## src/rtl/sre_ram.sv

```systemverilog
module sre_ram #(
    parameter int WIDTH = 17,
    parameter int DEPTH = 180
) (
    input  logic                     aclk,
    input  logic                     we,
    input  logic [$clog2(DEPTH)-1:0] waddr,
    input  logic [WIDTH-1:0]         wdata,
    input  logic [$clog2(DEPTH)-1:0] raddr,
    output logic [WIDTH-1:0]         rdata
);

    logic [WIDTH-1:0] mem_reg [DEPTH];

    // Write one entry, register the read data
    always_ff @(posedge aclk) begin
        if (we) begin
            mem_reg[waddr] <= wdata;
        end
        rdata <= mem_reg[raddr];
    end

endmodule

```

## config.mk

```make
export PLATFORM = sky130hd
export DESIGN_NAME = sre_ram
export DESIGN_NICKNAME = d
export VERILOG_FILES = /design/src/rtl/sre_ram.sv
export SDC_FILE = /design/constraint.sdc
export NUM_CORES = 2
export LEC_CHECK = 0
export BUFFER_PORTS_ARGS = -buffer_cell sky130_fd_sc_hd__buf_4
export CORE_ASPECT_RATIO = 1.2
export CORE_MARGIN = 8
export CORE_UTILIZATION = 65
export DETAILED_ROUTE_END_ITERATION = 8
export GPL_ROUTABILITY_DRIVEN = 0
export GPL_TIMING_DRIVEN = 0
export HOLD_SLACK_MARGIN = 0.1
export PLACE_DENSITY_LB_ADDON = 0.12
export SYNTH_ARGS = -nofsm -noshare
export SYNTH_HDL_FRONTEND = slang
export SYNTH_SLANG_ARGS = --single-unit
export TNS_END_PERCENT = 50
```

## constraint.sdc

```tcl
create_clock -name aclk -period 6.5 [get_ports aclk]
set_input_delay 0.65 -clock aclk [delete_from_list [all_inputs] [get_ports aclk]]
set_output_delay 0.65 -clock aclk [all_outputs]
set_load 0.05 [all_outputs]
```

==> metrics.md <==
| Metric | Value |
|---|---|
| Critical Path RT | approximately 7200 ps |
| Post-synth top area share | 0.7748 |
| Global Route Usage Sum | 0.3534 |
| FF+latch count, synth | 3077 |
| Register-to-register path setup slack | approximately 3100 ps |
| Most common cell in the synthesized netlist | edfxtp_1 |
| Global-route wire length before repair | approximately 480000 um |
| Dpl ws | 963.9 ps |
| Pre-Repair DR Iteration Count | 9 |
| Final Skew | about 45 ps |
| Critical path arrival | between 5000 and 6000 ps |
| Clk sinks | 3077 |
| Row cnt | 171 |
| Top post-synthesis cells by count | 3060 x edfxtp_1, 583 x mux4_2, 439 x mux2i_1 |
| I/O pin count | 52 |
| Vias in the first global route | roughly 62000 |
| CTS tree | built |
| H-tree depth | 5 |
| Die extent in x | 405.9 um |
| Crit end category | flip-flop |
| Clock power share | 0.405 |
| Post-Syn Area | ~120000 sq um |
| Ys flop type | edfxtp_1 |
| Total CTS buffers | ~300 |
| Sequential share of the synthesized area | 0.7777 |
| Pwr Total | roughly 41 mW |
| Leak Pwr | 43.24 nW |
| Slack of the critical path | 1443 ps |
| CP startpoint kind | primary input |
| Final hold slack | about 160 ps |
| Clock Latency Late Sink | approximately 940 ps |
| Max-cap violations | 2 |
| Initial DRC Count | about 10000 |
| Slew @ Worst Pin | ~1500 ps |
| Pint | 32.00 mW |
| Outcome | complete, but fails checks |
| Syn nets | 5573 |
| Synth cell types | 52 |
| Yosys warning total | 0 |
| Dominant cell type by area after synthesis | edfxtp_1 |
| Net Sw Frac | 0.2165 |
| Post-Synthesis Mean Instance Area | 21.41 sq um |
| Initial antenna violation count | 29 |
| Worst hold path type | in -> reg |
| DRC | 0 |
| Detail Route Antenna Nets | 0 |
| Achievable frequency | around 0.20 GHz |
| Final setup violation count | 0 |
| Period utilisation layout | 0.7780 |
| Initial core utilization | 0.6544 |
| Tmin final | approximately 5100 ps |
| Final Hold Vio Count | 0 |
| Die ar. | between 150000 and 200000 sq um |
| Largest net degree at the start of global routing | ~140 |
| Number of flops mapped to enable cells by yosys | 3060 |
| Sequential Power Share | 0.536 |
| Async SR Flop Fraction | 0 |
| Peak VDD IR | between 0.3 and 0.4 mV |
| Combinational share of power | 0.059 |
| CP Class | in -> reg |
| Min-Delay Path Depth | 1 |
| Clock Path Buffers | 4 |
| Area Overhead vs Synth | 14.47% |
| Max transition margin | -0.02603 |
| Dpl hpwl | 235000 um |
| Final WL | ~350000 um |
| Chip Height | around 480 um |
| Fin util | 0.7491 |
| Post-synthesis cell count | 5538 |
| Grt ovf | 0 |
| Synth top area cells | edfxtp_1 77%, mux4_2 11%, mux2i_1 3.7% |
| Via count | roughly 63000 |
| Switch Pwr | 8.843 mW |
| Total Nets Final | around 6100 |
| Total negative slack | 0 ps |
| IO buf count | 44 |
| Avg WL per Cell | around 40 um |
| RSZ-0062 raised after global routing | false |
| CTS root buf | clkbuf_16 |
| Max FFs per register | between 3000 and 4000 |
| Core area | 181200 sq um |
| Max-slew violation count | 22 |
| Failing checks | capacitance limit, slew limit |
| Power density cells | around 300 nW/um^2 |
| Critical path fanouts, max | 10 |
| Clk slew on worst S/H paths | roughly 60 ps |
| Via density | between 7 and 8 |
| Worst Reg-to-Reg Cells | 6 |
| Share of cells above drive strength 1 | 0.2502 |
## what timing repair did
action | 4_1_cts | 5_1_grt
hold buffers | 2 | 0
resized for setup | 0 | 0
hold endpoints to repair | 52 | 0
setup buffers | 0 | 0
## layout by cell type (no fill, tap or decap), types with 55 or more instances in the layout
cell / count
a211oi_1: 82
a22oi_1: 64
buf_16: 81
buf_4: 55
buf_6: 82
buf_8: 122
clkbuf_1: 227
clkbuf_16: 308
clkinv_1: 55
edfxtp_1: 3060
mux2i_1: 439
mux4_2: 583
nand2_1: 202
nor2_2: 171
o221ai_1: 208
o22ai_1: 105
## metrics by stage
step / std cells / area, sq um
after floorplan: 5538 / 118600
after global placement: 8004 / 122000
after detailed placement: 8214 / 126600
after CTS: 8726 / 135700
after global routing: 8728 / 135700
final: 8750 / 135800
## worst paths after layout
check / startpoint / to
worst max-delay path: raddr[2] / rdata[13]
worst min-delay path: wdata[11] / mem_reg[127][11]
worst min register to register: mem_reg[132][16] / rdata[16]
worst max register to register: mem_reg[55][14] / rdata[14]
## critical path, stage by stage
cell and delay, ps:
clkbuf_1 400, clkbuf_1 880, clkbuf_1 1190, clkbuf_1 610, a211oi_1 450, nor4_1 1250, nor4_1 300
## power by group through the flow
stage	Clock [mW]	Combinational [mW]	Sequential (mW)
floorplan	0	1.09	22.4
global placement	0	2.20	22.3
detailed placement	0	2.32	22.3
CTS	16.6	2.33	21.9
global route	17.3	2.43	21.9
finish	16.6	2.40	21.9
## final cells by class
cell class              count  area (sq um)
fillers                  9739         45470
multi-input cells        2139         24810
repair buffers            256          4444
plain buffers             318          2101
well taps                2422          3030
inverters                   4         15.01
diodes                     24         60.06
clock inverters           120         989.7
flip-flops and latches   3077         92230
clock buffers             390          8075
## cells by family after synthesis
group / synth area share
flip-flops: 0.7777
multiplexers: 0.1493
AO/OA/AOI/OAI: 0.03543
AND/OR/NAND/NOR: 0.01983
buffers and inverters: 0.01779
## routing by layer
metal	up-vias	global-route usage	part of all wire
li1	24550	-	-
met1	32540	0.4390	0.32
met2	5066	0.5442	0.47
met3	1231	0.1114	0.13
met4	14	0.2232	0.082
met5	-	0	0.00032
No activity file was read; power rests on OpenSTA's default activity.
