**src/rtl/sre_pkg.sv**
```systemverilog
package sre_pkg;

    // Input and result field widths
    localparam int LEN_W   = 24;
    localparam int ANGLE_W = 9;
    localparam int MEAN_W  = 16;
    localparam int ROT_W   = 7;

    // Histogram geometry and angle constants
    localparam int BIN_COUNT    = 180;
    localparam int BIN_W        = 8;
    localparam int HALF_TURN    = 180;
    localparam int QUARTER_TURN = 90;
    localparam int WINDOW_STEP  = 5;
    localparam int WINDOW_LIMIT = 45;
    localparam int WIN_W        = 6;

    // Accumulator widths
    localparam int SUM_W      = 40;
    localparam int CNT_W      = 17;
    localparam int CNT_MAX    = 131071;
    localparam int CLASS_CNT_W = 25;
    localparam int ACC_W      = 32;
    localparam int PROD_W     = 27;

    // Shared divider widths
    localparam int DIV_N_W   = 40;
    localparam int DIV_D_W   = 25;
    localparam int DIV_CNT_W = 6;

    typedef struct packed {
        logic               start;
        logic [DIV_N_W-1:0] dividend;
        logic [DIV_D_W-1:0] divisor;
    } div_req_t;

    typedef struct packed {
        logic               busy;
        logic               done;
        logic [DIV_N_W-1:0] quotient;
    } div_rsp_t;

endpackage

```
**src/rtl/sre_divider.sv**
```systemverilog
module sre_divider (
    input  logic              aclk,
    input  logic              aresetn,
    input  sre_pkg::div_req_t req,
    output sre_pkg::div_rsp_t rsp
);
    import sre_pkg::*;

    logic [DIV_N_W-1:0]   quo_reg, quo_next;
    logic [DIV_D_W-1:0]   rem_reg, rem_next;
    logic [DIV_D_W-1:0]   dvs_reg, dvs_next;
    logic [DIV_CNT_W-1:0] cnt_reg, cnt_next;
    logic                 busy_reg, busy_next;
    logic                 done_reg, done_next;
    logic [DIV_D_W:0]     rem_sh;
    logic [DIV_D_W:0]     diff;
    logic                 fits;

    // One restoring step: shift in the next dividend bit, subtract if it fits
    assign rem_sh = {rem_reg, quo_reg[DIV_N_W-1]};
    assign diff   = rem_sh - {1'b0, dvs_reg};
    assign fits   = rem_sh >= {1'b0, dvs_reg};

    always_comb begin
        quo_next  = quo_reg;
        rem_next  = rem_reg;
        dvs_next  = dvs_reg;
        cnt_next  = cnt_reg;
        busy_next = busy_reg;
        done_next = 1'b0;
        if (req.start) begin
            quo_next  = req.dividend;
            rem_next  = '0;
            dvs_next  = req.divisor;
            cnt_next  = DIV_CNT_W'(DIV_N_W);
            busy_next = 1'b1;
        end else if (busy_reg) begin
            quo_next = {quo_reg[DIV_N_W-2:0], fits};
            rem_next = fits ? diff[DIV_D_W-1:0] : rem_sh[DIV_D_W-1:0];
            cnt_next = cnt_reg - DIV_CNT_W'(1);
            if (cnt_reg == DIV_CNT_W'(1)) begin
                busy_next = 1'b0;
                done_next = 1'b1;
            end
        end
    end

    always_ff @(posedge aclk) begin
        if (!aresetn) begin
            busy_reg <= 1'b0;
            done_reg <= 1'b0;
            cnt_reg  <= '0;
        end else begin
            busy_reg <= busy_next;
            done_reg <= done_next;
            cnt_reg  <= cnt_next;
        end
        quo_reg <= quo_next;
        rem_reg <= rem_next;
        dvs_reg <= dvs_next;
    end

    assign rsp.busy     = busy_reg;
    assign rsp.done     = done_reg;
    assign rsp.quotient = quo_reg;

endmodule

```
**config.mk**
```make
export PLATFORM = sky130hd
export DESIGN_NAME = sre_divider
export DESIGN_NICKNAME = d
export VERILOG_FILES = /design/src/rtl/sre_pkg.sv /design/src/rtl/sre_divider.sv
export SDC_FILE = /design/constraint.sdc
export NUM_CORES = 1
export LEC_CHECK = 0
export ABC_AREA = 1
export BUFFER_PORTS_ARGS = -buffer_cell sky130_fd_sc_hd__buf_2
export CAP_MARGIN = 0
export CORE_ASPECT_RATIO = 1.2
export CORE_UTILIZATION = 50
export DETAILED_ROUTE_END_ITERATION = 10
export HOLD_SLACK_MARGIN = 0.15
export PLACE_DENSITY = 0.73
export SYNTH_ARGS = -nofsm -noshare
export SYNTH_HDL_FRONTEND = slang
export SYNTH_SLANG_ARGS = --single-unit
```
**constraint.sdc**
```tcl
create_clock -name aclk -period 2.59 [get_ports aclk]
set_input_delay 0.259 -clock aclk [delete_from_list [all_inputs] [get_ports aclk]]
set_output_delay 0.259 -clock aclk [all_outputs]
set_load 0.01 [all_outputs]
```
==> metrics.txt, run 1 <==
status finished clean; critical path's slowest cell fa_1; area share of the largest cell type after synthesis 32.15%; DRT iter0 DRCs 252; Reg-to-Reg End quo_reg[0]; LEAKAGE 0.003966 uW; CTS clk-pin slew, worst paths 80 ps; # nets final 1087; clk_skew 11.33 ps; Endpoint, Worst Hold quo_reg[31]; Die ar. 12590 um^2; Post-CTS Setup Bufs 0; Post-Syn Area 6072 um^2; Synth cell types 34; antenna violations before repair 0; I/O Pins 110; Syn Nets 957; worst flop-to-flop path startpoint quo_reg[39]; Min-Delay Path Depth 3; TritonRoute pass-1 iters 7; cell total after placement 1112; vias in the first global route 5277; setup ws final 217.8 ps; pwr dens 518.9 nW/um^2; TritonCTS Buffers 9; post-route minimum period 2372 ps; WP data required 2700 ps; Syn Area/Cell 7.052 um^2; layout cells sized above 1 14.96%; DIE WIDTH 102.6 um; Ant. Diodes 0; # setup viols final 0; Port Buffer Count 109; DP HPWL 10310 um; CTS tree built; Total Routing Usage GR 24.13%; Yosys top cell by area edfxtp_1; post-route ant nets 0; CTS resizes 0; Reg2Reg Setup Slack 220 ps; crit-path cells inv_1 -> ha_1 -> inv_1 -> fa_1 -> nand3_1 -> nand3_1 -> nand2_2 -> nand3_4 -> nand2_1 -> nand2_1; CTS Buffer Depth 2; fin crit share 91.59%; CP peak stage delay 430 ps; first-pass GRT wire length 23690 um; routed wire length 14280 um; ys flop type edfxtp_1; Remaining DRCs 0; FFs w/ async S/R, synth 0%; CORE AREA 11670 um^2; fmax 421.6 MHz; Hold-fix buffers, CTS 25; grt total ovfl 0; fin cells 1153; crit path DAT 2480 ps; RSZ-0062 raised after global routing no; Fin. Hold Viols 0; Layout Area Growth over Synthesis 20.71%; largest net degree at the start of global routing 54; htree depth 3; reg2reg path depth 10; CTS sink count 98; vias 5605; Root Driver clkbuf_16; Crit. End Element flop; Final GP Congestion 0.9756; synth warn 0; Seq cells post-synth 98; Max Slew Vio Count 0; Slew Limit Headroom 63.15%; Worst Hold Class input pin to flop; Initial Util 52.01%; max-capacitance violation count 0; worst slew pin tran 552.7 ps; Cells after Synth 861; WS Path Type flop to flop; pre-CTS setup slack 194.6 ps; Worst Min Path Start req[56]; hold_ws 174.2 ps; vias per cell 4.861; EDFF count, synth 65; worst-path fanout max 26; register area share after synthesis 43.02%; setup TNS 0 ps; CP startpoint kind flop; clk_lat worst skew 350 ps; VDD IR max 0.3208 mV; Core Rows 43; die height 122.7 um; wire length per cell 12.39 um; max reg flops 40; Synth area leaders edfxtp_1 32%, nand2_1 24%, dfxtp_1 11%
==> layout make-up <==
type | instances | area [um^2]
Clock buffer | 9 | 225.2
Clock inverter | 7 | 92.59
Fill cell | 1108 | 4345
Inverter | 154 | 578.1
Multi-Input combinational cell | 585 | 2761
Sequential cell | 98 | 2613
Tap cell | 157 | 196.4
Timing Repair Buffer | 143 | 863.3
==> metrics by stage <==
stage	utilization, %	total power, uW	area (um^2)
floorplan	-	2185	6072
CTS	62.78	3822	7330
global route	62.78	3961	7330
finish	62.78	3803	7330
detailed placement	57.91	2385	6761
global placement	57.91	2381	6761
==> cell usage after synthesis, types with 4 or more instances <==
| cell | count |
|---|---|
| xnor2_1 | 9 |
| nand3b_1 | 4 |
| nand4_1 | 34 |
| nand2_1 | 388 |
| inv_2 | 5 |
| edfxtp_1 | 65 |
| buf_2 | 6 |
| clkbuf_1 | 14 |
| ha_1 | 27 |
| dfxtp_1 | 33 |
| nor2_1 | 39 |
| a21oi_1 | 14 |
| nor2_2 | 4 |
| inv_1 | 147 |
| nand3_1 | 44 |
==> worst max-delay path, delay by kind of cell (launching register included) <==
family                     cells  cell delay (ps)
and+or+nand+nor                6             1010
adders and majority gates      2              570
DFF                            1              390
buffers and inverters          2              160
==> worst max-delay path by stage <==
stage	start	to	depth (start not counted)
2_1_floorplan	quo_reg[39]	quo_reg[0]	11
3_3_place_gp	quo_reg[39]	quo_reg[0]	10
3_5_place_dp	quo_reg[39]	quo_reg[0]	10
4_1_cts	quo_reg[39]	quo_reg[0]	10
5_1_grt	quo_reg[39]	rem_reg[10]	11
6_report	quo_reg[39]	quo_reg[0]	10
==> per-layer routing <==
layer / wire length, um / share of wire (%) / track usage [%] / vias up
met5: 0 / 0 / 0 / -
met4: 391 / 2.7 / 9.107 / 0
met3: 683 / 4.8 / 4.499 / 25
met2: 6836 / 48 / 41.25 / 146
met1: 6370 / 45 / 29.92 / 2511
li1: - / - / - / 2923
==> cells by family after synthesis <==
group	after synthesis	share of synthesized area, %
simple gates	526	36.04
buf+inv	178	11.50
compound gates	20	1.958
flops	98	43.02
xor+xnor	11	1.587
fa+ha+maj	28	5.893
==> cells in the final DEF, fill, tap and decap left out, types with 3 or more instances in the layout <==
| cell | count |
|---|---|
| dfxtp_1 | 33 |
| buf_4 | 9 |
| xnor2_1 | 9 |
| dlygate4sd3_1 | 25 |
| nor2_2 | 4 |
| nand3b_1 | 4 |
| nand3_1 | 44 |
| buf_2 | 109 |
| nand2_1 | 388 |
| inv_1 | 147 |
| edfxtp_1 | 65 |
| clkbuf_16 | 9 |
| nor3_1 | 3 |
| a21oi_1 | 14 |
| ha_1 | 27 |
| nor2_1 | 39 |
| inv_2 | 5 |
| nand4_1 | 34 |
==> power breakdown <==
part           switching, uW  leakage (uW)  internal (uW)
clock network            645      0.000155            775
registers               55.3      0.000923           1790
logic                    317       0.00289            216
total                   1020       0.00397           2790
Power figures use the tool's default switching activity.
==> run 2: changes to the inputs <==
--- a/config.mk
+++ b/config.mk
@@ -6,12 +6,13 @@
 export NUM_CORES = 1
 export LEC_CHECK = 0
 export ABC_AREA = 1
-export BUFFER_PORTS_ARGS = -buffer_cell sky130_fd_sc_hd__buf_2
+export BUFFER_PORTS_ARGS = -buffer_cell sky130_fd_sc_hd__buf_4
 export CAP_MARGIN = 0
 export CORE_ASPECT_RATIO = 1.2
 export CORE_UTILIZATION = 50
 export DETAILED_ROUTE_END_ITERATION = 10
 export HOLD_SLACK_MARGIN = 0.15
+export MAX_ROUTING_LAYER = met4
 export PLACE_DENSITY = 0.73
 export SYNTH_ARGS = -nofsm -noshare
 export SYNTH_HDL_FRONTEND = slang
==> metrics.txt, run 2 (synthesis gave the netlist of run 1 again) <==
status finished clean; clk_lat worst skew 340 ps; Port Buffer Count 109; Total Routing Usage GR 26.10%; CTS sink count 98; DIE WIDTH 102.6 um; Slew Limit Headroom 62.13%; TritonRoute pass-1 iters 5; Fin. Hold Viols 0; Final GP Congestion 0.9522; worst slew pin tran 568.0 ps; Reg2Reg Setup Slack 340 ps; combinational fraction of design power 16.2%; post-route ant nets 0; CP startpoint kind flop; TritonCTS Buffers 9; Die ar. 12590 um^2; # nets final 1088; I/O Pins 110; grt total ovfl 0; wire length per cell 12.79 um; layout cells sized above 1 14.74%; fin crit share 86.73%; DP HPWL 10710 um; Crit. Startpoint quo_reg[39]; vias per cell 4.865; CTS clk-pin slew, worst paths 60 ps; crit path DAT 2350 ps; VDD IR max 0.3784 mV; htree depth 3; Layout Area Growth over Synthesis 24.67%; max reg flops 40; LEAKAGE 0.004041 uW; RSZ-0062 raised after global routing no; routed wire length 14760 um; worst flop-to-flop path startpoint quo_reg[39]; max-capacitance violation count 0; Finished Core Util 64.84%; DRT iter0 DRCs 254; Reg-to-Reg End quo_reg[0]; Core Rows 43; CTS tree built; Root Driver clkbuf_16; most frequent cells in the layout 388 x nand2_1, 147 x inv_1, 119 x buf_4; setup TNS 0 ps; switching share of power 25.21%; first-pass GRT wire length 24740 um; CORE AREA 11670 um^2; Crit. End Element flop; crit path capture quo_reg[0]; vias in the first global route 5635; P_sw 936.5 uW; pwr dens 490.8 nW/um^2; reg2reg path depth 10; vias 5614; clk_skew 2.986 ps; CTS Buffer Depth 2; Max Slew Vio Count 0; Worst Min Path Start req[51]; post-route minimum period 2246 ps; fmax 445.2 MHz; WS Path Type flop to flop; worst-path fanout max 26; # setup viols final 0; WP data required 2690 ps; Worst Hold Class input pin to flop; antenna violations before repair 0; most common cell after layout, fill and taps aside nand2_1; die height 122.7 um; Remaining DRCs 0; Initial Util 52.01%; register share of total power 49.9%; Ant. Diodes 0; CTS resizes 0; largest net degree at the start of global routing 54; internal power 2779 uW; Clock power frac 33.9%; fill count 1088
run 2: worst min-delay path by stage:
stage	end	slack (ps)	cells past startpoint
5_1_grt	quo_reg[22]	180	3
3_3_place_gp	dvs_reg[8]	440	1
4_1_cts	quo_reg[26]	170	3
3_5_place_dp	dvs_reg[6]	440	1
6_report	quo_reg[26]	180	3
2_1_floorplan	dvs_reg[0]	360	0
run 2: cell type report:
type	instances	area [um^2]	share of cell area (%)
tap	157	196.4	2.595
sequential	98	2613	34.51
timing repair buffer	144	1144	15.11
multi-input combinational	585	2761	36.48
clock buffer	14	264.0	3.488
clock inverter	2	13.76	0.1818
inverter	154	578.1	7.636
run 2: per-stage QoR:
stage / total power [uW] / hold WS, ps / worst slack [ps] / instances / instance area (um^2)
3_3_place_gp: 2448 / 437.8 / 398.2 / 1113 / 7042
5_1_grt: 3882 / 183.9 / 145.1 / 1154 / 7570
6_report: 3715 / 183.1 / 343.7 / 1154 / 7570
4_1_cts: 3743 / 169.7 / 323.2 / 1154 / 7570
2_1_floorplan: 2185 / 357.9 / 461.8 / 861 / 6072
3_5_place_dp: 2456 / 438.5 / 328.8 / 1113 / 7042
run 2: worst max-delay path: stages, from the launching register on:
cell      delay (ps)
edfxtp_1         400
inv_1             90
ha_1             140
inv_1             70
fa_1             430
nand3_1          110
nand3_1          150
nand2_2          140
nand3_4          280
nand2_1          140
nand2_1           50
run 2: power by group through the flow:
stage	sequential, uW	combinational (uW)	clock (uW)
floorplan	1910	279	0
global placement	1880	564	0
detailed placement	1880	573	0
CTS	1850	603	1290
global route	1870	669	1350
finish	1850	604	1260
run 2: per-layer routing:
layer / GRT usage (%) / wire (um)
met1: 29.57 / 6219
met2: 44.75 / 7367
met3: 5.011 / 750
met4: 10.71 / 422
met5: - / 0
run 2: repair_timing:
item,in CTS,in global routing
hold endpoints to repair,25,0
hold buffers,25,0
buffers inserted,0,0
